`src/hdl/h263qd_pkg.sv`:
```
// ----------------------------------------------------------------------------
// h263qd_pkg
// Shared types and constants of the H.263 block quantizer / dequantizer.
// ----------------------------------------------------------------------------
package h263qd_pkg;

  typedef enum logic [1:0] {
    MODE_INTRA_Q  = 2'd0,
    MODE_INTER_Q  = 2'd1,
    MODE_INTRA_DQ = 2'd2,
    MODE_INTER_DQ = 2'd3
  } mode_t;

  typedef enum logic [1:0] {
    REG_MODE  = 2'd0,
    REG_QUANT = 2'd1,
    REG_DCS   = 2'd2
  } reg_idx_t;

  typedef enum logic [1:0] {
    ST_IDLE,
    ST_MUL,
    ST_DIV,
    ST_FIN
  } state_t;

  typedef struct packed {
    logic capture;
    logic mul;
    logic div_step;
    logic load_out;
  } cmd_t;

  typedef struct packed {
    logic div_mode;
  } stat_t;

  localparam int DIV_STEPS = 17;
  localparam int DIV_CW    = 5;

  localparam logic signed [15:0] CLAMP_HI = 16'sd2047;
  localparam logic signed [15:0] CLAMP_LO = -16'sd2048;

  // 65536 / (2q) + 1, indexed by q; entry 0 is never used
  localparam logic [15:0] RECIP_TBL [32] = '{
    16'd32769, 16'd32769, 16'd16385, 16'd10923, 16'd8193, 16'd6554, 16'd5462, 16'd4682,
    16'd4097,  16'd3641,  16'd3277,  16'd2979,  16'd2731, 16'd2521, 16'd2341, 16'd2185,
    16'd2049,  16'd1928,  16'd1821,  16'd1725,  16'd1639, 16'd1561, 16'd1490, 16'd1425,
    16'd1366,  16'd1311,  16'd1261,  16'd1214,  16'd1171, 16'd1130, 16'd1093, 16'd1058
  };

endpackage

```
`src/hdl/h263qd_ctrl.sv`:
```
// ----------------------------------------------------------------------------
// h263qd_ctrl
// Sequencer: accept, multiply or iterative DC divide, then load output register.
// ----------------------------------------------------------------------------
module h263qd_ctrl
  import h263qd_pkg::*;
(
  input  logic  clk,
  input  logic  rst_n,
  input  logic  in_valid,
  output logic  in_ready,
  output logic  out_valid,
  input  logic  out_ready,
  input  stat_t stat,
  output cmd_t  cmd
);

  state_t            state_r, state_nxt;
  logic [DIV_CW-1:0] cnt_r, cnt_nxt;
  logic              out_valid_r, out_valid_nxt;

  always_ff @(posedge clk) begin
    if (!rst_n) begin
      state_r     <= ST_IDLE;
      cnt_r       <= '0;
      out_valid_r <= 1'b0;
    end else begin
      state_r     <= state_nxt;
      cnt_r       <= cnt_nxt;
      out_valid_r <= out_valid_nxt;
    end
  end

  always_comb begin
    state_nxt = state_r;
    cnt_nxt   = cnt_r;
    cmd       = '0;
    in_ready  = (state_r == ST_IDLE);
    unique case (state_r)
      ST_IDLE: begin
        if (in_valid) begin
          cmd.capture = 1'b1;
          cnt_nxt     = '0;
          state_nxt   = stat.div_mode ? ST_DIV : ST_MUL;
        end
      end
      ST_MUL: begin
        cmd.mul   = 1'b1;
        state_nxt = ST_FIN;
      end
      ST_DIV: begin
        cmd.div_step = 1'b1;
        cnt_nxt      = cnt_r + 1'b1;
        if (cnt_r == DIV_CW'(DIV_STEPS - 1)) begin
          state_nxt = ST_FIN;
        end
      end
      ST_FIN: begin
        if (!out_valid_r || out_ready) begin
          cmd.load_out = 1'b1;
          state_nxt    = ST_IDLE;
        end
      end
      default: state_nxt = ST_IDLE;
    endcase
    out_valid_nxt = cmd.load_out ? 1'b1 : (out_ready ? 1'b0 : out_valid_r);
  end

  assign out_valid = out_valid_r;

`ifndef SYNTHESIS
  a_load_free: assert property (@(posedge clk) disable iff (!rst_n)
    cmd.load_out |-> (!out_valid_r || out_ready))
    else $error("output register overwritten while full");

  a_accept_work: assert property (@(posedge clk) disable iff (!rst_n)
    (in_valid && in_ready) |=> (state_r == ST_MUL || state_r == ST_DIV))
    else $error("accepted transaction not processed");

  a_rise_from_fin: assert property (@(posedge clk) disable iff (!rst_n)
    $rose(out_valid_r) |-> $past(state_r == ST_FIN))
    else $error("output valid raised outside finish");
`endif

endmodule

```
`src/hdl/h263qd_dpath.sv`:
```
// ----------------------------------------------------------------------------
// h263qd_dpath
// Configuration registers, block position, level sum, multiplier, DC divider.
// ----------------------------------------------------------------------------
module h263qd_dpath
  import h263qd_pkg::*;
#(
  parameter int BLOCK_SIZE = 64
) (
  input  logic               clk,
  input  logic               rst_n,
  input  logic               cfg_we,
  input  logic [1:0]         cfg_index,
  input  logic [5:0]         cfg_data,
  input  logic signed [15:0] in_value_in,
  input  logic               in_last_in,
  input  cmd_t               cmd,
  output stat_t              stat,
  output logic signed [15:0] out_value_out,
  output logic               out_last_out,
  output logic [16:0]        out_level_sum
);

  localparam int PW = (BLOCK_SIZE > 1) ? $clog2(BLOCK_SIZE) : 1;

  logic [1:0]         mode_r;
  logic [4:0]         quant_r;
  logic [5:0]         dcs_r;
  logic [PW-1:0]      pos_r;
  logic [16:0]        sum_r;
  logic signed [15:0] c_r;
  logic               last_r;
  logic [16:0]        dq_r;
  logic [5:0]         rem_r;
  logic               dneg_r;
  logic signed [35:0] prod_r;
  logic signed [15:0] value_r;
  logic               olast_r;
  logic [16:0]        osum_r;

  logic [4:0]         q_eff;
  logic [5:0]         s_eff;
  logic [4:0]         k_val;
  logic [15:0]        recip;
  logic               is_dc;
  logic               div_mode;
  logic signed [16:0] v_ext, d_pos, d_neg, d_sel;
  logic [16:0]        d_mag, c_abs, a_sub;
  logic [3:0]         q_half;
  logic [7:0]         trial;
  logic signed [17:0] op_a, op_b;
  logic               neg;
  logic signed [16:0] cr_ext;
  logic [16:0]        cr_abs;
  logic [15:0]        half;
  logic [16:0]        lv;
  logic [15:0]        t_raw, t_adj;
  logic [15:0]        dq_term;
  logic [15:0]        res;
  logic [16:0]        sum_new;
  logic               block_end;

  function automatic logic [15:0] clamp12(input logic signed [35:0] v);
    logic [15:0] r;
    if (v > 36'(CLAMP_HI)) begin
      r = CLAMP_HI;
    end else if (v < 36'(CLAMP_LO)) begin
      r = CLAMP_LO;
    end else begin
      r = v[15:0];
    end
    return r;
  endfunction

  assign q_eff    = (quant_r == 5'd0) ? 5'd1 : quant_r;
  assign s_eff    = (dcs_r == 6'd0) ? 6'd1 : dcs_r;
  assign k_val    = q_eff[0] ? q_eff : q_eff - 5'd1;
  assign recip    = RECIP_TBL[q_eff];
  assign is_dc    = (pos_r == '0);
  assign div_mode = (mode_r == MODE_INTRA_Q) && is_dc;
  assign stat.div_mode = div_mode;

  always_comb begin
    v_ext  = {in_value_in[15], in_value_in};
    d_pos  = v_ext + $signed({12'b0, s_eff[5:1]});
    d_neg  = v_ext - $signed({12'b0, s_eff[5:1]});
    d_sel  = d_pos[16] ? d_neg : d_pos;
    d_mag  = d_sel[16] ? 17'(-d_sel) : 17'(d_sel);
    c_abs  = in_value_in[15] ? 17'(-v_ext) : 17'(v_ext);
    q_half = q_eff[4:1];
    a_sub  = (c_abs > {13'b0, q_half}) ? c_abs - {13'b0, q_half} : 17'd0;
    trial  = {1'b0, rem_r, dq_r[16]} - {2'b0, s_eff};
  end

  always_comb begin
    op_a = (mode_r == MODE_INTER_Q) ? $signed({1'b0, dq_r}) : 18'(c_r);
    if (mode_r == MODE_INTRA_Q || mode_r == MODE_INTER_Q) begin
      op_b = $signed({2'b0, recip});
    end else if (mode_r == MODE_INTRA_DQ && is_dc) begin
      op_b = $signed({12'b0, s_eff});
    end else begin
      op_b = $signed({12'b0, q_eff, 1'b0});
    end
  end

  always_comb begin
    neg     = c_r[15];
    cr_ext  = {c_r[15], c_r};
    cr_abs  = neg ? 17'(-cr_ext) : 17'(cr_ext);
    half    = cr_abs[16:1];
    lv      = (q_eff == 5'd1) ? {1'b0, dq_r[16:1]} : prod_r[32:16];
    t_raw   = prod_r[15:0];
    t_adj   = neg ? t_raw - {11'b0, k_val} : t_raw + {11'b0, k_val};
    dq_term = (c_r == 16'sd0) ? 16'd0 : clamp12(36'($signed(t_adj)));
    unique case (mode_r)
      MODE_INTRA_Q: begin
        if (is_dc) begin
          res = dneg_r ? 16'(-dq_r[15:0]) : dq_r[15:0];
        end else if (q_eff == 5'd1) begin
          res = neg ? 16'(-half) : half;
        end else begin
          res = prod_r[31:16] + {15'b0, neg};
        end
      end
      MODE_INTER_Q:  res = neg ? 16'(-lv[15:0]) : lv[15:0];
      MODE_INTRA_DQ: res = is_dc ? clamp12(prod_r) : dq_term;
      MODE_INTER_DQ: res = dq_term;
      default:       res = dq_term;
    endcase
    sum_new   = sum_r + lv;
    block_end = last_r || (pos_r == PW'(BLOCK_SIZE - 1));
  end

  always_ff @(posedge clk) begin
    if (!rst_n) begin
      mode_r  <= MODE_INTRA_Q;
      quant_r <= 5'd1;
      dcs_r   <= 6'd8;
      pos_r   <= '0;
      sum_r   <= '0;
    end else begin
      if (cfg_we) begin
        unique case (cfg_index)
          REG_MODE:  mode_r  <= cfg_data[1:0];
          REG_QUANT: quant_r <= cfg_data[4:0];
          REG_DCS:   dcs_r   <= cfg_data;
          default:   ;
        endcase
      end
      if (cmd.load_out) begin
        pos_r <= block_end ? '0 : pos_r + 1'b1;
        if (block_end) begin
          sum_r <= '0;
        end else if (mode_r == MODE_INTER_Q) begin
          sum_r <= sum_new;
        end
      end
    end
  end

  always_ff @(posedge clk) begin
    if (cmd.capture) begin
      c_r    <= in_value_in;
      last_r <= in_last_in;
      dq_r   <= div_mode ? d_mag : a_sub;
      dneg_r <= d_sel[16];
      rem_r  <= '0;
    end else if (cmd.div_step) begin
      rem_r <= trial[7] ? {rem_r[4:0], dq_r[16]} : trial[5:0];
      dq_r  <= {dq_r[15:0], ~trial[7]};
    end
    if (cmd.mul) begin
      prod_r <= op_a * op_b;
    end
    if (cmd.load_out) begin
      value_r <= res;
      olast_r <= last_r;
      osum_r  <= (mode_r == MODE_INTER_Q && last_r) ? sum_new : 17'd0;
    end
  end

  assign out_value_out = value_r;
  assign out_last_out  = olast_r;
  assign out_level_sum = osum_r;

endmodule

```
`src/hdl/h263_block_quant_dequant.sv`:
```
// ----------------------------------------------------------------------------
// h263_block_quant_dequant
// H.263 quantizer / dequantizer for a stream of 8x8 block coefficients.
// ----------------------------------------------------------------------------
// Usage:
//   Input channel (in_valid/in_ready) carries one coefficient per transaction
//   in raster order, in_last_in marking the final coefficient of a block; a
//   block also ends after BLOCK_SIZE coefficients. The first coefficient of a
//   block is the DC term.
//   Output channel (out_valid/out_ready) returns one result per coefficient;
//   out_level_sum carries the inter level sum on a result marked by in_last_in;
//   Configuration channel (cfg_valid/cfg_ready, always ready) writes mode,
//   quant_step and dc_scaler by index; write only while the block is idle.
// Timing:
//   One coefficient at a time. Most coefficients pass through accept, one
//   registered multiply and output load. The intra quantize DC term instead
//   passes through the 17-step restoring divider by dc_scaler.
//   The result enters the output register once that register is free. A
//   stalled receiver holds the result there; the next coefficient is still
//   accepted and processed up to its output load.
// Reset:
//   Synchronous, active low. Registers return to mode 0, quant_step 1,
//   dc_scaler 8; the next coefficient is a DC term and the level sum is zero.
// ----------------------------------------------------------------------------
module h263_block_quant_dequant
  import h263qd_pkg::*;
#(
  parameter int BLOCK_SIZE = 64
) (
  input  logic               clk,
  input  logic               rst_n,
  input  logic               cfg_valid,
  output logic               cfg_ready,
  input  logic [1:0]         cfg_index,
  input  logic [5:0]         cfg_data,
  input  logic               in_valid,
  output logic               in_ready,
  input  logic signed [15:0] in_value_in,
  input  logic               in_last_in,
  output logic               out_valid,
  input  logic               out_ready,
  output logic signed [15:0] out_value_out,
  output logic               out_last_out,
  output logic [16:0]        out_level_sum
);

  cmd_t  cmd;
  stat_t stat;

  assign cfg_ready = 1'b1;

  h263qd_ctrl u_ctrl (
    .clk       (clk),
    .rst_n     (rst_n),
    .in_valid  (in_valid),
    .in_ready  (in_ready),
    .out_valid (out_valid),
    .out_ready (out_ready),
    .stat      (stat),
    .cmd       (cmd)
  );

  h263qd_dpath #(
    .BLOCK_SIZE (BLOCK_SIZE)
  ) u_dpath (
    .clk           (clk),
    .rst_n         (rst_n),
    .cfg_we        (cfg_valid),
    .cfg_index     (cfg_index),
    .cfg_data      (cfg_data),
    .in_value_in   (in_value_in),
    .in_last_in    (in_last_in),
    .cmd           (cmd),
    .stat          (stat),
    .out_value_out (out_value_out),
    .out_last_out  (out_last_out),
    .out_level_sum (out_level_sum)
  );

endmodule
```
`config.mk`:
```
export PLATFORM = sky130hd
export DESIGN_NAME = h263_block_quant_dequant
export DESIGN_NICKNAME = d
export VERILOG_FILES = /design/src/hdl/h263qd_pkg.sv /design/src/hdl/h263qd_ctrl.sv /design/src/hdl/h263qd_dpath.sv /design/src/hdl/h263_block_quant_dequant.sv
export SDC_FILE = /design/constraint.sdc
export NUM_CORES = 1
export LEC_CHECK = 0
export ABC_CLOCK_PERIOD_IN_PS = 15750
export BUFFER_PORTS_ARGS = -buffer_cell sky130_fd_sc_hd__buf_2
export CORE_MARGIN = 3
export CORE_UTILIZATION = 35
export CTS_CLUSTER_DIAMETER = 150
export DETAILED_ROUTE_END_ITERATION = 12
export SYNTH_ARGS = -nofsm -noshare
export SYNTH_HDL_FRONTEND = slang
export SYNTH_HIERARCHICAL = 1
export SYNTH_SLANG_ARGS = --single-unit
```
`constraint.sdc`:
```
create_clock -name clk -period 15.75 [get_ports clk]
set_clock_uncertainty 0.2 [all_clocks]
set_input_delay 1.575 -clock clk [delete_from_list [all_inputs] [get_ports clk]]
set_output_delay 1.575 -clock clk [all_outputs]
set_load 0.01 [all_outputs]
```
* Word level (Yosys, flattened, before mapping) *
Memory sizes are Yosys's and may differ from the RTL's.
Cells that the tools add are included.

storage, ports and cells
  flip-flop bits (word level) = 155
  ROM bits = 512
  memories kept = 1

cells by class
  add/subtract/negate cells = 17
  multipliers = 1
  order comparisons = 6
  eq/ne operators = 14
  multiplexer cells = 49
  bitwise operators = 2
  reduce and logical (&&, ||, !) cells = 24

memories
  name             words  bits a word  rd ports  clocked after Yosys merged registers in  write ports  line                RTL
  (no name shown)  32     16           1         0                                        0            h263qd_dpath.sv:78  assign recip = RECIP_TBL[q_eff];

operators with widths
  kind                    count
  $mux W16                15
  $mux W17                11
  $pmux W16 S4            1
  $neg A16 Y16            3
  $gt A36 B12 Y1 const B  1
  $lt A36 B12 Y1 const B  1
  $mul A18 B17 Y35        1
  $neg A16 Y17            2
  $mux W6                 4
  $mux W18                1
  $add A16 B6 Y17         1
  $add A17 B17 Y17        1
  $gt A17 B4 Y1           1
  $neg A17 Y17            1
  $sub A16 B6 Y17         1
  $sub A17 B4 Y17         1
  $add A16 B1 Y16         1
  $add A16 B5 Y16         1
  $gt A16 B12 Y1 const B  1
  $logic_not A16 Y1       1
  $lt A16 B12 Y1 const B  1
  $sub A16 B5 Y16         1
  $mux W5                 3
  $logic_not A6 Y1        2
  26 further kinds        56

* Logic depth before layout (Yosys ltp) *
Gate-level depths: netlist (run 1).

  depth after elaboration = 12
  depth in mapped cells = 35

* Modules after synthesis *
The synthesis (run 1) kept the hierarchy.

by module, submodules not included
  module                    times used  cells an instance  area an instance (µm²)
  h263qd_dpath              1           2,807              23,747.8
  h263qd_ctrl               1           56                 498.0
  h263_block_quant_dequant  1           2                  11.3

* Worst setup path after synthesis (run 1) *
Ideal clock, no wire load.

  path kind = register -> register
  start point = register u_dpath.quant_r[3]
  end point = register u_dpath.prod_r[34] (data pin)
  library setup time = 0.207 ns
  arrival time = 8.137 ns
  required time = 15.343 ns
  path slack = 7.206 ns
  stages on the path, launching flop included = 31
  path buffers = 2
  clock period less this slack = 8.544 ns
  path through = dfxtp_1 clkbuf_1 nor2_1 nand2_1 nand2_1 inv_1 ha_1 nand2_1 a2111oi_0 clkbuf_1 nand2_1 fa_1 inv_1 fa_1 fa_1 fa_1 fa_1 inv_1 fa_1 inv_1 ha_1 nand3_1 nor2_1 nand3_1 o211a_1 o21ai_0 a41oi_1 o31a_1 a211oi_1 mux2i_1 a2111oi_0

on the way
  word-level cells in the longest chain between the ends = 8

RTL lines
  what                                          line                 RTL
  start: declaration                            h263qd_dpath.sv:27   logic [4:0] quant_r;
  start signal: assignment                      h263qd_dpath.sv:145  REG_QUANT: quant_r <= cfg_data[4:0];
  $logic_not A5 Y1                              h263qd_dpath.sv:75   assign q_eff = (quant_r == 5'd0) ? 5'd1 : quant_r;
  $mux W5 *                                     h263qd_dpath.sv:75
  $not A5 Y6 (not written as such)              h263qd_dpath.sv:78
  $mem_v2 Z32 W16                               --
  $mux W16 (not written as such) (2 in series)  h263qd_dpath.sv:78
  $mux W16 *                                    h263qd_dpath.sv:97   if (mode_r == MODE_INTRA_Q || mode_r == MODE_INTER_Q) begin
  $mul A18 B17 Y35 *                            h263qd_dpath.sv:173  prod_r <= op_a * op_b;
  end signal: assignment                        h263qd_dpath.sv:173
  end: declaration                              h263qd_dpath.sv:36   logic signed [35:0] prod_r;

Every way passes the cells marked *; elsewhere a longest branch is shown, timed or not. The select of a mux whose other input is x is not followed.
A chain may end at the register's enable or synchronous reset.

* Worst setup path in the final report (run 1) *
  start point = register u_dpath.pos_r[5]
  end point = register u_dpath.prod_r[34] (data pin)

on the way
  word-level cells in the longest chain between the ends = 5

RTL lines
  what                      line                 RTL
  start: declaration        h263qd_dpath.sv:29   logic [PW-1:0] pos_r;
  start signal: assignment  h263qd_dpath.sv:151  pos_r <= block_end ? '0 : pos_r + 1'b1;
  $logic_not A6 Y1          h263qd_dpath.sv:79   assign is_dc = (pos_r == '0);
  $logic_and A1 B1 Y1       h263qd_dpath.sv:99   end else if (mode_r == MODE_INTRA_DQ && is_dc) begin
  $mux W6                   h263qd_dpath.sv:99
  $mux W16                  h263qd_dpath.sv:97
  $mul A18 B17 Y35          h263qd_dpath.sv:173

No other way between the ends.

==> reports/qor_table.md, run 1 <==
| Group | Item | Reported |
|---|---|---|
| grt | Largest net degree at the start of global routing | 57 |
| placement | Cell area after placement | 25400 µm² |
| worst setup path | R2R setup slack | 6.27 ns |
| logic synthesis | Mapped Area | 24300 µm² |
| logic synthesis | Proportion of synthesized chip area in sequential cells | 17.0% |
| clock network | Insertion delay of the later-clocked pin in the worst-skew pair | 0.47 ns |
| grt | Congestion Overflow GR | 0 |
| clock network | Cts bufs inserted | 17 |
| clock network | Post-CTS Hold Buffers | 0 |
| clock network | Register clock-pin slew on the reported worst setup and hold paths | 0.07 ns |
| clock network | Resized cells post-CTS | 0 |
| worst setup path | Worst flop-to-flop path endpoint | u_dpath/prod_r[34] |
| placement | Worst slack at placement | 6.35 ns |
| worst setup path | Beginning of the worst register-to-register path | u_dpath/pos_r[5] |
| worst setup path | Worst Path Arrival | 9.51 ns |
| layout | Highest-count cells in the layout ignoring fill and taps | 453 x inv_1, 340 x nand2_1, 299 x fa_1 |
| detailed routing | Aggregate routed wire length | 74400 µm |
| clock network | TritonCTS clock tree | yes |
| logic synthesis | Nets in the synthesized netlist | 3354 |
| detailed routing | DRC violations left | 0 |
| logic synthesis | Count of cell types in the netlist | 96 |
| logic synthesis | Cells taking the most area after synthesis | fa_1 25%, edfxtp_1 13%, ha_1 8.3%, inv_1 7.0%, nand2_1 5.3% |
| sta | Number of slew-limit violations in the final report | 0 |
| layout | Diodes inserted | 0 |
| logic synthesis | Count of state elements after synthesis | 154 |
| layout | Final Net Count | 3336 |
| die | Vertical die dimension | 269 µm |
| worst setup path | Cell family with the largest share of critical-path delay | adder cells |
| sta | Total Negative Setup Slacks | 0 ns |
| grt | GRT Total Usage | 20.3% |
| min path | Hold/Removal Path Class | register to register |
| clock network | CTS sink count | 154 |
| layout | Commonest non-fill, non-tap cell in the layout | inv_1 |
| logic synthesis | Top cell type's share of synthesized area | 24.7% |
| die | Ports placed on the boundary | 67 |
| sta | FMAX | 106 MHz |
| min path | Number of instances on the worst hold path | 2 |
| clock network | Buffer cell driving the clock tree root | clkbuf_16 |
| outcome | Run status | finished, final reports clean |
| clock network | Post CTS Setup Buffer Count | 0 |
| detailed routing | Count of vias placed by the detailed router | 20200 |
| layout | Final design utilization | 38.3% |
| layout | Combined flip-flop and latch cell area | 4120 µm² |
| logic synthesis | Number of flops mapped to enable cells by yosys | 104 |
| layout | Post-layout instance area | 26000 µm² |
| placement | Final HPWL DP | 58200 µm |
| layout | Filler cell count | 6875 |
| layout | Multi-input gate area in the final layout | 17900 µm² |
| placement | Total of buffers placed on input and output ports | 65 |
| detailed routing | 1st-iter DRT viols | 1694 |
| logic synthesis | Yosys warning total | 6 |
| worst setup path | Critical Path Start Type | register |
| min path | Worst hold path startpoint | u_ctrl/cnt_r[4] |
| power and ir drop | Total design power | 5120 µW |
| placement | Routability Congestion | 0.946 |
| grt | Number of antenna violations at the first check in global routing | 0 |
| worst setup path | Total buffers and inverters traversed by the critical path | 4 |
| sta | RSZ-0062 raised after global routing | false |
| layout | Proportion of layout cells with a drive suffix above 1 | 6.22% |
| sta | Number of setup violations in the final report | 0 |
| die | Total core area | 67900 µm² |
| worst setup path | Required time worst endpoint | 15.78 ns |
| logic synthesis | Share of async-settable or async-resettable flops after synthesis | 0% |
| worst setup path | CP max stage delay | 0.77 ns |
| detailed routing | Via-per-instance ratio | 5.34 |
| flow run | Max Cap Violations | 0 |
| logic synthesis | Post-Syn Area per Cell | 8.47 µm² |
| die | Width of the die | 269 µm |
| logic synthesis | Main synth FF type | edfxtp_1 |
| grt | First-pass GRT wire length | 116000 µm |
| min path | Destination of the worst hold path | u_ctrl/cnt_r[4] |
| power and ir drop | Leak pwr | 0.0115 µW |
| worst setup path | Worst Setup End Kind | register |
| detailed routing | Count of TritonRoute iterations in the first routing pass | 9 |
| logic synthesis | Cell count after synthesis | 2865 |
| sta | Relative max-transition margin | 21.7% |
| grt | Via count of the first global-routing pass | 19700 |
| sta | Final-report hold violation count | 0 |
| clock network | Maximum buffer depth of the clock tree | 2 |
| sta | Worst Slack Setup Final | 6.27 ns |
| detailed routing | Number of antenna-violating nets in the routed design | 0 |
| die | Floorplan die area | 72500 µm² |
| detailed routing | Average wire per cell in the routed design | 19.7 µm |
| power and ir drop | VDD IR-drop max | 148 µV |
| sta | Share of the cycle needed by the critical path after routing | 60.2% |
| die | Site row count | 95 |
| die | Effective utilization at floorplan | 35.7% |
| worst setup path | Largest fanout on the critical path | 18 |
| worst setup path | CP max-delay cell | nor2_1 |
| logic synthesis | Cell accounting for the most synthesized area | fa_1 |
| worst setup path | Number of cells traversed by the worst register-to-register path | 27 |
| layout | Area Overhead vs Synth | 7.23% |
| worst setup path | Critical path start-end classification | register to register |
| power and ir drop | P per Cell Area | 197 nW/µm² |
| worst setup path | Critical path's most frequent cell | fa_1 |
| sta | Minimum clock period | 9.48 ns |
| clock network | Maximum level of the CTS H-tree | 4 |
| sta | Least-Margin Pin Slew | 1.14 ns |
worst max path at each step:
stage,start,to,slack (ns),cells past startpoint
after floorplan,u_dpath/quant_r[3],u_dpath/prod_r[34],7.21,30
after detailed placement,u_dpath/pos_r[5],u_dpath/prod_r[34],6.35,27
final,u_dpath/pos_r[5],u_dpath/prod_r[34],6.27,27
after global routing,u_dpath/pos_r[2],u_dpath/prod_r[34],5.57,27
after CTS,u_dpath/pos_r[5],u_dpath/prod_r[34],6.30,27
after global placement,u_dpath/mode_r[0],u_dpath/prod_r[34],6.44,28
flip-flops by register name, indices dropped and copies added (netlist names):
register               count
u_dpath/rem_r              6
u_dpath/prod_r            35
u_dpath/dneg_r             1
u_dpath/last_r             1
u_dpath/pos_r              6
u_ctrl/out_valid           1
u_dpath/out_value_out     16
u_dpath/sum_r             17
u_dpath/dcs_r              6
u_dpath/quant_r            5
u_dpath/dq_r              17
u_dpath/out_last_out       1
u_dpath/out_level_sum     17
u_dpath/c_r               16
u_dpath/mode_r             2
u_ctrl/cnt_r               5
u_ctrl/state_r             2
where the power goes:
group	leakage (µW)	internal [µW]	total (µW)	switching [µW]
clock	0.000284	227	413	186
combinational	0.00987	1470	3790	2320
sequential	0.00139	700	920	220
metal layers:
| layer | wire length (µm) | GRT usage, % |
|---|---|---|
| met5 | 0 | 0 |
| met4 | 2280 | 6.34 |
| met3 | 5100 | 3.33 |
| met2 | 34200 | 33.1 |
| met1 | 32800 | 27.7 |
Yosys cell counts (all sizes together) (13+ instances only):
master	number
nor4	19
xor2	60
or3	16
inv	454
and3	20
nor2	227
fa	299
a22oi	20
nand2b	18
o22ai	22
o21a	19
a211oi	30
o41ai	13
buf	31
a21o	36
o21ai	101
mux2i	57
edfxtp	104
nor3	53
a21oi	147
nand3	36
and2	32
nor2b	65
o31ai	18
dfxtp	50
ha	160
xnor2	137
nand4	17
clkbuf	103
or2	17
a31oi	19
nand2	341
logic make-up (layout without fill, tap and decap cells):
group	Yosys count	in the layout	share of synthesized area (%)
DFF	154	154	17.0
muxes	59	59	2.46
other	1	1	0.0155
AOI/OAI and AO/OA	505	505	13.7
xor gates and xnor gates	197	197	7.11
buffers and inverters	591	586	9.44
adders and majority gates	459	459	32.9
and+or+nand+nor	899	899	17.4
worst reg2reg max path: stages (launching register included):
cell and delay, ns:
dfxtp_1 0.33, nor4_1 0.40, nand2_1 0.29, nor2_1 0.77
nand2_1 0.54, a211oi_2 0.29, buf_4 0.28, nand2_1 0.19
fa_1 0.63, fa_1 0.59, inv_1 0.05, fa_1 0.51
fa_1 0.43, fa_1 0.55, inv_1 0.06, fa_1 0.53
inv_1 0.04, ha_1 0.38, nand3_1 0.12, nor2_1 0.21
nand3_1 0.11, o211a_1 0.14, o21ai_0 0.17, a41oi_1 0.12
o31a_1 0.38, a211oi_1 0.39, mux2i_1 0.13, a2111oi_0 0.41
metrics by stage:
step | instances | hold WS (ns)
4_1_cts | 3781 | 0.288
5_1_grt | 3781 | 0.324
3_3_place_gp | 3749 | 0.276
6_report | 3781 | 0.293
2_1_floorplan | 2865 | 0.248
3_5_place_dp | 3749 | 0.271
layout make-up:
type,count,share of cell area [%]
clock buffer,19,1.75
clock inverter,13,0.433
inverter,457,6.60
multi-input combinational,2120,68.8
sequential,154,15.9
tap,921,4.43
timing repair buffer,97,2.17
Power figures use the tool's default switching activity.
==> run 2: changes to the inputs <==
Settings changed: ABC_CLOCK_PERIOD_IN_PS 15750 to 8100.
Clock period 15.75 ns to 8.1 ns, I/O delays scaled along.
==> reports/qor_table.md, run 2 (synthesized netlist as in run 1, its figures left out) <==
| Group | Item | Reported | vs previous |
|---|---|---|---|
| grt | Number of antenna violations at the first check in global routing | 1 | +1 |
| detailed routing | Average wire per cell in the routed design | 19.3 µm | -1.8% |
| power and ir drop | VDD IR-drop max | 363 µV | +150% |
| clock network | Maximum buffer depth of the clock tree | 2 | unchanged |
| worst setup path | Beginning of the worst register-to-register path | u_dpath/quant_r[1] |  |
| worst setup path | Critical Path Start Type | register |  |
| detailed routing | Aggregate routed wire length | 76500 µm | +2.8% |
| layout | Proportion of layout cells with a drive suffix above 1 | 13.0% | +6.7 points |
| detailed routing | Count of vias placed by the detailed router | 20700 | +2.7% |
| placement | Final HPWL DP | 61600 µm | +5.8% |
| grt | Via count of the first global-routing pass | 20300 | +2.9% |
| die | Ports placed on the boundary | 67 | unchanged |
| worst setup path | Critical path's most frequent cell | fa_1 |  |
| clock network | TritonCTS clock tree | yes |  |
| die | Floorplan die area | 72500 µm² | unchanged |
| detailed routing | Met1 layer wirelength in the final routing | 34000 µm | +3.7% |
| clock network | Post-CTS Hold Buffers | 0 | unchanged |
| grt | Largest net degree at the start of global routing | 57 | unchanged |
| worst setup path | CP max-delay cell | fa_1 |  |
| min path | Hold/Removal Path Class | register to register |  |
| layout | Commonest non-fill, non-tap cell in the layout | inv_1 |  |
| placement | Total of buffers placed on input and output ports | 65 | unchanged |
| detailed routing | Met3 wire length | 4750 µm | -6.7% |
| clock network | Maximum level of the CTS H-tree | 4 | unchanged |
| outcome | Run status | finished, final reports clean |  |
| sta | FMAX | 128 MHz | +21% |
| sta | Least-Margin Pin Slew | 1.10 ns | -0.0462 ns |
| detailed routing | Highest signal layer in the routed design | met4 |  |
| detailed routing | Number of antenna-violating nets in the routed design | 0 | unchanged |
| placement | Routability Congestion | 0.946 | about the same |
| clock network | Insertion delay of the later-clocked pin in the worst-skew pair | 0.45 ns | -0.02 ns |
| worst setup path | R2R setup slack | 0.29 ns | -5.99 ns |
| layout | Multi-input gate area in the final layout | 18100 µm² | +1.1% |
| worst setup path | Required time worst endpoint | 8.11 ns | -7.67 ns |
| worst setup path | Worst Setup End Kind | register |  |
| layout | Diodes inserted | 0 | unchanged |
| layout | Final design utilization | 40.8% | +2.5 points |
| sta | Share of the cycle needed by the critical path after routing | 96.5% | +36 points |
| die | Effective utilization at floorplan | 35.7% | unchanged |
| layout | Largest register by flop count | u_dpath/prod_r |  |
| layout | Highest-count cells in the layout ignoring fill and taps | 451 x inv_1, 336 x nand2_1, 297 x fa_1 |  |
| min path | Worst hold path startpoint | u_dpath/sum_r[10] |  |
| flow run | Max Cap Violations | 0 | unchanged |
| detailed routing | 1st-iter DRT viols | 2065 | +22% |
| grt | First-pass GRT wire length | 118000 µm | +2.4% |
| die | Site row count | 95 | unchanged |
| grt | GRT Total Usage | 20.8% | +0.43 points |
| sta | Total Negative Setup Slacks | 0 ns | unchanged |
| detailed routing | DRC violations left | 0 | unchanged |
| power and ir drop | Leak pwr | 0.0125 µW | +7.9% |
| worst setup path | Worst Path Arrival | 7.82 ns | -1.69 ns |
| detailed routing | Count of TritonRoute iterations in the first routing pass | 6 | -3 |
| min path | Destination of the worst hold path | u_dpath/sum_r[10] |  |
| sta | Number of setup violations in the final report | 0 | unchanged |
| die | Total core area | 67900 µm² | unchanged |
| sta | Minimum clock period | 7.81 ns | -1.66 ns |
| detailed routing | Met2 routed WL | 35400 µm | +3.7% |
| clock network | Buffer cell driving the clock tree root | clkbuf_16 |  |
| worst setup path | Worst flop-to-flop path endpoint | u_dpath/prod_r[32] |  |
| sta | Number of slew-limit violations in the final report | 0 | unchanged |
| die | Width of the die | 269 µm | unchanged |
| detailed routing | Via-per-instance ratio | 5.24 | -1.9% |
| power and ir drop | P per Cell Area | 408 nW/µm² | +110% |
| layout | Combined flip-flop and latch cell area | 4130 µm² | +0.12% |
| worst setup path | Largest fanout on the critical path | 6 | -12 |
| sta | Final-report hold violation count | 0 | unchanged |
| layout | Filler cell count | 6922 | +0.68% |
| worst setup path | CP max stage delay | 0.55 ns | -0.22 ns |
| clock network | Cts bufs inserted | 17 | unchanged |
| placement | Number of placed cells counting well taps | 3913 | +4.4% |
| clock network | Register clock-pin slew on the reported worst setup and hold paths | 0.06 ns | about the same |
| worst setup path | Number of cells traversed by the worst register-to-register path | 35 | +30% |
| layout | Max reg flops | 35 | unchanged |
| min path | Number of instances on the worst hold path | 2 | unchanged |
| clock network | CTS sink count | 154 | unchanged |
| power and ir drop | Total design power | 11300 µW | +120% |
| grt | Congestion Overflow GR | 0 | unchanged |
| die | Vertical die dimension | 269 µm | unchanged |
| worst setup path | Critical path start-end classification | register to register |  |
| sta | Relative max-transition margin | 26.5% | +4.8 points |
| layout | Final Net Count | 3514 | +5.3% |
| layout | Area Overhead vs Synth | 14.1% |  |
| layout | Count of non-filler cells in the finished layout | 3959 | +4.7% |
==> run 2: critical path: cells and delay by family, from the launching register on <==
family	cells	cell delay (ns)
simple gates	7	0.61
compound gates	8	1.55
flops	1	0.35
buf+inv	11	1.24
fa+ha+maj	8	3.56
xor+xnor	1	0.05
==> run 2: timing repair <==
item / 4_1_cts / 5_1_grt
buffers inserted: 1 / 11
resized for setup: 4 / 57
gates cloned: 0 / 2
hold endpoints to repair: 0 / 0
pin swaps: 3 / 25
endpoints found under the setup margin: 2 / 11
==> run 2: worst max-delay path by stage <==
stage	from	endpoint	slack, ns
5_1_grt	u_dpath/quant_r[1]	u_dpath/prod_r[34]	-0.05
3_5_place_dp	u_dpath/quant_r[1]	u_dpath/prod_r[34]	-0.11
3_3_place_gp	u_dpath/quant_r[4]	u_dpath/prod_r[33]	0.03
4_1_cts	u_dpath/quant_r[1]	u_dpath/prod_r[34]	0.01
2_1_floorplan	u_dpath/quant_r[2]	u_dpath/prod_r[33]	0.002
6_report	u_dpath/quant_r[1]	u_dpath/prod_r[32]	0.29
==> run 2: final cells by class <==
cell class	count	area share (%)
multi-input combinational	2120	65.3
sequential	154	14.9
timing repair buffer	275	7.31
inverter	457	6.21
tap	921	4.16
clock buffer	22	1.75
clock inverter	10	0.330
==> run 2: power breakdown <==
group	switching, µW	internal (µW)	total [µW]
Clock	341	457	798
Sequential	302	1360	1660
Combinational	4890	3930	8820
==> run 2: through the flow <==
stage / setup slack, ns / hold WS, ns / cell area, µm²
after global routing: -0.0480 / 0.318 / 27700
after floorplan: 0.00157 / 0.248 / 24300
after global placement: 0.0350 / 0.273 / 26800
after CTS: 0.0102 / 0.296 / 27300
final: 0.287 / 0.294 / 27700
after detailed placement: -0.109 / 0.286 / 26800
==> run 2: metal layers <==
metal  GRT usage [%]  vias to the layer above
li1                -                     9719
met1            29.0                    10100
met2            34.1                      737
met3            2.58                      130
met4            5.61                        0
met5               0                        -
==> run 3: changes to the inputs <==
Settings changed: CORE_UTILIZATION 35 to 55, PLACE_DENSITY set to 0.74, RECOVER_POWER set to 25.
==> reports/qor_table.md, run 3 (synthesized netlist as in run 1, its figures left out) <==
| Group | Item | Reported | vs previous |
|---|---|---|---|
| outcome | Run status | finished, violations left |  |
| outcome | Violated checks | max-capacitance violations, max-slew violations |  |
| clock network | CTS sink count | 154 | unchanged |
| detailed routing | Count of TritonRoute iterations in the first routing pass | 6 | unchanged |
| grt | GRT Total Usage | 33.0% | +12 points |
| placement | Total of buffers placed on input and output ports | 65 | unchanged |
| sta | Final hold slack | 0.301 ns | +0.00773 ns |
| grt | First-pass GRT wire length | 119000 µm | +0.56% |
| power and ir drop | Leak pwr | 0.0122 µW | -2.4% |
| clock network | Maximum buffer depth of the clock tree | 2 | unchanged |
| layout | Final design utilization | 61.8% | +21 points |
| clock network | Register clock-pin slew on the reported worst setup and hold paths | 0.07 ns | about the same |
| placement | Cell area after placement | 26000 µm² | -2.9% |
| grt | Via count of the first global-routing pass | 21200 | +4.2% |
| die | Effective utilization at floorplan | 55.9% | +20 points |
| layout | Area Overhead vs Synth | 10.5% |  |
| clock network | Cts bufs inserted | 17 | unchanged |
| sta | FMAX | 125 MHz | -2.1% |
| clock network | Maximum level of the CTS H-tree | 4 | unchanged |
| detailed routing | Count of vias placed by the detailed router | 21200 | +2.4% |
| sta | Final-report hold violation count | 0 | unchanged |
| worst setup path | Worst Path Arrival | 8.00 ns | +0.18 ns |
| layout | Largest register by flop count | u_dpath/prod_r |  |
| worst setup path | CP max stage delay | 0.58 ns | +0.03 ns |
| worst setup path | Critical Path Start Type | register |  |
| grt | Number of antenna violations at the first check in global routing | 1 | unchanged |
| die | Vertical die dimension | 216 µm | -20% |
| die | Site row count | 76 | -20% |
| grt | Largest net degree at the start of global routing | 56 | -1.8% |
| sta | RSZ-0062 raised after global routing | true |  |
| placement | Routability Congestion | 0.970 | +2.6% |
| die | Width of the die | 216 µm | -20% |
| detailed routing | Via-per-instance ratio | 5.94 | +13% |
| layout | Highest-count cells in the layout ignoring fill and taps | 452 x inv_1, 336 x nand2_1, 298 x fa_1 |  |
| sta | Share of the cycle needed by the critical path after routing | 98.5% | +2.1 points |
| layout | Max reg flops | 35 | unchanged |
| grt | Congestion Overflow GR | 0 | unchanged |
| power and ir drop | VDD IR-drop max | 438 µV | +21% |
| power and ir drop | P per Cell Area | 406 nW/µm² | -0.28% |
| worst setup path | Critical path start-end classification | register to register |  |
| clock network | Insertion delay of the later-clocked pin in the worst-skew pair | 0.45 ns | about the same |
| layout | Post-layout instance area | 26800 µm² | -3.1% |
| sta | Worst Slack Setup Final | 0.118 ns | -0.170 ns |
| die | Floorplan die area | 46700 µm² | -36% |
| layout | Commonest non-fill, non-tap cell in the layout | inv_1 |  |
| flow run | Max Cap Violations | 3 | +3 |
| die | Total core area | 43400 µm² | -36% |
| worst setup path | Worst Setup End Kind | register |  |
| worst setup path | Required time worst endpoint | 8.12 ns | about the same |
| sta | Number of slew-limit violations in the final report | 119 | +119 |
| layout | Filler cell count | 3806 | -45% |
| detailed routing | Number of antenna-violating nets in the routed design | 0 | unchanged |
| sta | Number of setup violations in the final report | 0 | unchanged |
| detailed routing | Aggregate routed wire length | 76700 µm | +0.29% |
| detailed routing | DRC violations left | 0 | unchanged |
| layout | Count of non-filler cells in the finished layout | 3576 | -9.7% |
| layout | Proportion of layout cells with a drive suffix above 1 | 10.5% | -2.5 points |
| worst setup path | Critical path's most frequent cell | fa_1 |  |
| placement | Worst slack at placement | -0.0817 ns | +0.0272 ns |
| placement | Final HPWL DP | 61600 µm | about the same |
| clock network | Buffer cell driving the clock tree root | clkbuf_16 |  |
| clock network | TritonCTS clock tree | yes |  |
| detailed routing | 1st-iter DRT viols | 2077 | +0.58% |
| sta | Minimum clock period | 7.98 ns | +0.170 ns |
| die | Ports placed on the boundary | 67 | unchanged |
| layout | Diodes inserted | 0 | unchanged |
| sta | Relative max-transition margin | -39.7% | -66 points |
| worst setup path | Largest fanout on the critical path | 9 | +3 |
| layout | Final Net Count | 3467 | -1.3% |
| min path | Hold/Removal Path Class | register to register |  |
| worst setup path | CP max-delay cell | fa_1 |  |
| sta | Least-Margin Pin Slew | 2.10 ns | +1.00 ns |
| placement | Number of placed cells counting well taps | 3527 | -9.9% |
| detailed routing | Average wire per cell in the routed design | 21.4 µm | +11% |
run 3: repair_timing:
action / in CTS / in global routing
buffers inserted: 0 / 17
pin swaps: 0 / 23
hold buffers: 0 / 0
setup endpoints to repair: 2 / 12
hold endpoints to repair: 0 / 0
gates resized for setup: 2 / 43
run 3: worst paths after layout:
kind	depth (start not counted)	slack, ns	startpoint	endpoint
worst max register to register	31	0.12	u_dpath/quant_r[1]	u_dpath/prod_r[34]
worst max-delay path	31	0.12	u_dpath/quant_r[1]	u_dpath/prod_r[34]
worst min register to register	2	0.30	u_dpath/sum_r[10]	u_dpath/sum_r[10]
worst min-delay path	2	0.30	u_dpath/sum_r[10]	u_dpath/sum_r[10]
run 3: power breakdown:
group / internal, µW / total [µW] / leakage, µW / switching (µW)
combinational: 3600 / 8450 / 0.0105 / 4850
clock: 419 / 764 / 0.000275 / 345
sequential: 1360 / 1680 / 0.00139 / 320
total: 5380 / 10900 / 0.0122 / 5510
run 3: cell type report:
class / count / area (µm²) / area share [%]
Clock inverter: 12 / 83.8 / 0.313
Clock buffer: 20 / 468 / 1.75
Timing Repair Buffer: 228 / 1660 / 6.18
Sequential cell: 154 / 4130 / 15.4
Inverter: 457 / 1720 / 6.40
Multi-Input combinational cell: 2120 / 18000 / 67.2
Tap cell: 585 / 732 / 2.73
run 3: per-stage QoR:
| stage | TNS [ns] | total power, µW |
|---|---|---|
| after floorplan | 0 | 6990 |
| after global placement | 0 | 9500 |
| after detailed placement | -0.154 | 9720 |
| after CTS | 0 | 10500 |
| after global routing | -0.309 | 11800 |
| final | 0 | 10900 |
run 3: worst max-delay path: cells and delay by family, from the launching register on:
family	cells	cell delay, ns
AO/OA/AOI/OAI	9	2.20
adder cells (fa/ha/maj)	8	3.58
buffers and inverters	6	0.62
flip-flops	1	0.33
multiplexers	2	0.28
AND/OR/NAND/NOR	6	0.53
run 3: per-layer routing:
metal,share of wire (%),track usage [%],vias up
met4,4.2,13.4,0
li1,-,-,9631
met5,0,0,-
met3,7.1,4.63,181
met2,47,53.6,909
met1,42,44.8,10500
